### src/design/tgi_pkg.sv
// ----------------------------------------------------------------------------
// tgi_pkg
// Shared types, constants and lerp helpers of the trilinear grid interpolator.
// ----------------------------------------------------------------------------
package tgi_pkg;

    localparam int DATA_W      = 32;
    localparam int FRAC_W      = 16;
    localparam int ADDR_W      = 12;
    localparam int STORE_DEPTH = 4096;
    localparam int COORD_W     = 8;    // grid index along one axis, up to 255
    localparam int CFG_IDX_W   = 3;
    localparam int QUEUE_DEPTH = 4;
    localparam int CORNERS     = 8;
    localparam int PROD_W      = 50;   // 32-bit sample times 17-bit weight, signed

    // item modes
    localparam logic [1:0] MODE_WRITE = 2'd0;
    localparam logic [1:0] MODE_READ  = 2'd1;
    localparam logic [1:0] MODE_QUERY = 2'd2;
    localparam logic [1:0] MODE_NONE  = 2'd3;

    // configuration register indexes
    localparam logic [CFG_IDX_W-1:0] REG_X_ORIGIN = 3'd0;
    localparam logic [CFG_IDX_W-1:0] REG_Y_ORIGIN = 3'd1;
    localparam logic [CFG_IDX_W-1:0] REG_Z_ORIGIN = 3'd2;
    localparam logic [CFG_IDX_W-1:0] REG_X_SCALE  = 3'd3;
    localparam logic [CFG_IDX_W-1:0] REG_Y_SCALE  = 3'd4;
    localparam logic [CFG_IDX_W-1:0] REG_Z_SCALE  = 3'd5;

    // axis 0 is x, 1 is y, 2 is z
    typedef struct packed {
        logic [2:0][DATA_W-1:0] origin;
        logic [2:0][DATA_W-1:0] scale;
    } cfg_t;

    // one classified item travelling from front to back
    typedef struct packed {
        logic [1:0]             mode;
        logic                   outside;
        logic [ADDR_W-1:0]      addr;
        logic [DATA_W-1:0]      value;
        logic [2:0][FRAC_W-1:0] frac;
    } task_t;

    // sample times a 17-bit unsigned weight
    function automatic logic signed [PROD_W-1:0] wmul(input logic signed [DATA_W-1:0] v,
                                                      input logic [FRAC_W:0] w);
        logic signed [FRAC_W+1:0] ws;
        ws = $signed({1'b0, w});
        return PROD_W'(v * ws);
    endfunction

    function automatic logic [FRAC_W:0] weight_lo(input logic [FRAC_W-1:0] f);
        return (17'h1_0000 - {1'b0, f});
    endfunction

    // floor((p + q) / 65536); the result lies between the two samples
    function automatic logic [DATA_W-1:0] lerp_sum(input logic signed [PROD_W-1:0] p,
                                                   input logic signed [PROD_W-1:0] q);
        logic signed [PROD_W:0] s;
        s = {p[PROD_W-1], p} + {q[PROD_W-1], q};
        return s[FRAC_W +: DATA_W];
    endfunction

endpackage

### src/design/tgi_fifo.sv
// ----------------------------------------------------------------------------
// tgi_fifo
// Short register queue between the front and the back.
// ----------------------------------------------------------------------------
module tgi_fifo (
    input  logic           clk,
    input  logic           rst_n,
    input  logic           push,
    input  tgi_pkg::task_t push_data,
    output logic           full,
    input  logic           pop,
    output tgi_pkg::task_t pop_data,
    output logic           empty
);

    localparam int DEPTH = tgi_pkg::QUEUE_DEPTH;
    localparam int PTR_W = $clog2(DEPTH);

    tgi_pkg::task_t       slot_reg [DEPTH];
    logic [PTR_W-1:0]     wr_ptr_reg;
    logic [PTR_W-1:0]     rd_ptr_reg;
    logic [PTR_W:0]       count_reg;

    assign full     = (count_reg == (PTR_W+1)'(DEPTH));
    assign empty    = (count_reg == '0);
    assign pop_data = slot_reg[rd_ptr_reg];

    // pointers and fill count
    always_ff @(posedge clk or negedge rst_n)
    begin
        if (!rst_n)
        begin
            wr_ptr_reg <= '0;
            rd_ptr_reg <= '0;
            count_reg  <= '0;
        end
        else
        begin
            if (push)
                wr_ptr_reg <= wr_ptr_reg + 1'b1;
            if (pop)
                rd_ptr_reg <= rd_ptr_reg + 1'b1;
            if (push && !pop)
                count_reg <= count_reg + 1'b1;
            else if (pop && !push)
                count_reg <= count_reg - 1'b1;
        end
    end

    always_ff @(posedge clk)
    begin
        if (push)
            slot_reg[wr_ptr_reg] <= push_data;
    end

    a_no_overflow: assert property (@(posedge clk) disable iff (!rst_n) !(push && full))
        else $error("queue written while full");
    a_no_underflow: assert property (@(posedge clk) disable iff (!rst_n) !(pop && empty))
        else $error("queue read while empty");
    a_count: assert property (@(posedge clk) disable iff (!rst_n)
        count_reg <= (PTR_W+1)'(DEPTH))
        else $error("queue count beyond depth");

endmodule

### config.mk
export PLATFORM = sky130hd
export DESIGN_NAME = tgi_fifo
export DESIGN_NICKNAME = d
export VERILOG_FILES = /design/src/design/tgi_pkg.sv /design/src/design/tgi_fifo.sv
export SDC_FILE = /design/constraint.sdc
export NUM_CORES = 1
export LEC_CHECK = 0
export BUFFER_PORTS_ARGS = -buffer_cell sky130_fd_sc_hd__clkbuf_2
export CAP_MARGIN = 20
export CORE_ASPECT_RATIO = 1.75
export CORE_UTILIZATION = 50
export DETAILED_ROUTE_END_ITERATION = 12
export GPL_TIMING_DRIVEN = 1
export PLACE_DENSITY_LB_ADDON = 0.25
export SLEW_MARGIN = 0
export SYNTH_ARGS = -nofsm -noshare
export SYNTH_HDL_FRONTEND = slang
export SYNTH_SLANG_ARGS = --single-unit
### constraint.sdc
create_clock -name clk -period 7.7 [get_ports clk]
set_input_delay 0.77 -clock clk [delete_from_list [all_inputs] [get_ports clk]]
set_output_delay 0.77 -clock clk [all_outputs]
set_load 0.01 [all_outputs]
==> impl_metrics.tcl <==
set metrics [dict create \
    clk_path_buf_depth 3 \
    synth_fa_ha_area_share_pct 0.586 \
    rsz0062_at_grt "no" \
    syn-num-nets 636 \
    core_area_um2 27900 \
    cp_slowest_cell "buf_4" \
    required_ns 6.93 \
    fin_cells 1148 \
    via_count 6234 \
    numCtsBuffers 35 \
    ys_async_sr_fraction_pct 1.81 \
    worst_pin_slew_ns 0.940 \
    clk_pin_slew_ns 0.06 \
    synthSimpleGateAreaFrac_pct 0.346 \
    crit_fanout 46 \
    wl_per_cell_um 22.5 \
    finalMaxSlewViolations 0 \
    ctsRootBufferMaster "clkbuf_16" \
    cts.sinks 387 \
    grt_pass1_vias 6937 \
    syn2layout_area_growth_pct 17.8 \
    critPathMaxStageDelay_ns 0.80 \
    synth_top_cell_by_area "edfxtp_1" \
    pwr-share-seq_pct 45.9 \
    holdWs_ns 0.0949 \
    vdd_drop_max_mv 0.220 \
    ys_warn_count 0 \
    hold_class "in2async" \
    post-cts-setup-buffers 0 \
    synth_top_family_by_area "multiplexers" \
    syn_area_um2 14100 \
    synth_edf_count 380 \
    grt_pass1_wl_um 39300 \
    fin_skew_ns 0.0139 \
    drt_iter0_drc 324 \
    ys_ff_latch 387 \
    cp_cell_sequence "buf_4, mux4_2, clkbuf_2" \
    largest_reg_flops 380 \
    p_int_mw 4.54 \
    synth_xor_area_share_pct 0.373 \
    clk_latency_ns 0.52 \
    synth_mux_area_share_pct 15.3 \
    start_util_pct 50.6 \
    setup_violations 0 \
    clkPwrFrac_pct 26.9 \
    dp_hpwl_um 15200 \
    via_per_inst 5.43 \
    synth_most_common_cell "edfxtp_1" \
    holdBufCountCts 0 \
    grtUsageTotal_pct 18.8 \
    comb_power_share_pct 27.2 \
    rows 81 \
    htreeDepth 2 \
    power_per_cell_area_nw_per_um2 383 \
    drc 0 \
    max_slew_margin_pct 37.4 \
    power_mw 6.36 \
    endpoint_kind "output port" \
    syn_avg_cell_area_um2 26.5 \
    syn_inst 531 \
    p_leak_nw 5.70 \
    grt_overflow_total 0 \
    ant_nets 0 \
    final_util_pct 59.6 \
    maxCapViolCount 0 \
    critPathLaunchType "flop" \
    cts.repair.resized 0 \
    cts_tree "yes" \
    ys_seq_area_share_pct 82.2 \
    worstPathArrival_ns 2.76 \
    drive_gt1_share_pct 46.3 \
    worstSetupPathType "reg2out" \
    die_area_um2 28900 \
    gp_congestion 0.679 \
    die_height_um 224 \
    synthTopCellsByCount "edfxtp_1 (380), mux4_2 (95), buf_2 (12)" \
    synthTopCellsByArea "edfxtp_1 (81%), mux4_2 (15%), dfrtp_1 (1.2%)" \
    status "completed" \
    yosysUniqueCellTypes 21 \
    synthFlopType "edfxtp_1" \
    fillers 1970 \
    portBuffers 195 \
    grt_max_degree 58 \
    hold_viol 0 \
    clock.fmax_ghz 0.283 \
    power.switching_mw 1.82 \
    grt_antenna_before_repair 2 \
    dp_cells 1083 \
    drt_pre_antenna_iters 4 \
    nNetsFinal 853 \
    synth_top_area_share_pct 81.0 \
    fp.dieW_um 129 \
    ioPinCount 196 \
    totalNegativeSetupSlack_ns 0 \
    p_sw_share_pct 28.7 \
    synth-compound-area-share_pct 0.0355 \
    min_period_ns 3.53 \
    wl_um 25900 \
    fin_crit_sh_pct 45.9 \
]
-- power groups by stage --
stage | Sequential, mW | Clock, mW | Combinational, mW
after floorplan | 2.89 | 0 | 1.21
after global placement | 3.00 | 0 | 1.68
final | 2.92 | 1.71 | 1.73
after global routing | 2.96 | 1.82 | 1.87
after detailed placement | 3.03 | 0 | 1.70
after CTS | 2.99 | 1.75 | 1.71
-- routing by layer --
metal  global-route usage [%]  routed length, um  up-vias
met5                        0                 13        -
met4                     7.59                767        2
met3                     3.85               1160       42
met2                     33.9              14200      171
met1                     21.5               9720     3295
li1                         -                  -     2724
-- per-stage QoR --
stage	instance area, um2	worst slack (ns)
2_1_floorplan	14100	4.27
3_3_place_gp	15400	3.98
3_5_place_dp	15400	3.96
4_1_cts	16600	3.39
5_1_grt	16600	3.93
6_report	16600	4.17
-- final timing paths --
| check | startpoint | end | slack [ns] | depth (start not counted) |
|---|---|---|---|---|
| worst max-delay path | rd_ptr_reg[0]$_DFFE_PN0P_ | pop_data[21] | 4.17 | 3 |
| worst min-delay path | rst_n | count_reg[2]$_DFFE_PN0P_ | 0.09 | 1 |
| worst max register to register | wr_ptr_reg[0]$_DFFE_PN0P_ | slot_reg[0][78]$_DFFE_PP_ | 5.28 | 4 |
| worst min register to register | count_reg[2]$_DFFE_PN0P_ | count_reg[2]$_DFFE_PN0P_ | 0.53 | 1 |
| max in group asynchronous | rst_n | rd_ptr_reg[1]$_DFFE_PN0P_ | 7.41 | 1 |
| min in group clk | push_data[45] | slot_reg[3][45]$_DFFE_PP_ | 0.47 | 1 |
-- cell type report --
cell class / count / area [um2] / area share [%]
Timing Repair Buffer: 202 / 1050 / 6.31
Clock inverter: 23 / 235 / 1.42
Sequential cell: 387 / 11600 / 69.8
Inverter: 4 / 15.0 / 0.0904
Multi-Input combinational cell: 118 / 2350 / 14.2
Tap cell: 373 / 467 / 2.81
Clock buffer: 39 / 891 / 5.37
Antenna cell: 2 / 5.00 / 0.0301
-- cell families (layout without fill, tap and decap cells) --
| family | count (synthesis) | after routing |
|---|---|---|
| xor gates and xnor gates | 6 | 6 |
| and+or+nand+nor | 9 | 9 |
| DFF | 387 | 387 |
| buffers and inverters | 26 | 268 |
| muxes | 96 | 96 |
| other | 0 | 2 |
| adders and majority gates | 6 | 6 |
| AOI/OAI and AO/OA | 1 | 1 |
-- cell usage in the layout, fill, tap and decap left out, types with 3 or more instances in the layout --
cell	count
dfrtp_1	5
clkbuf_2	195
bufinv_16	4
buf_4	6
xor2_1	4
edfxtp_1	380
ha_1	5
clkinvlp_4	3
mux4_2	95
and2_4	4
clkinv_1	4
inv_6	3
clkinv_2	8
inv_1	4
clkbuf_16	35
clkbuf_1	4
-- worst max-delay path: cells and delay by family, from the launching register on --
kind / cells / cell delay [ns]
buffers and inverters: 2 / 0.95
flip-flops: 1 / 0.64
multiplexers: 1 / 0.63
(Power assumes the default switching activity.)
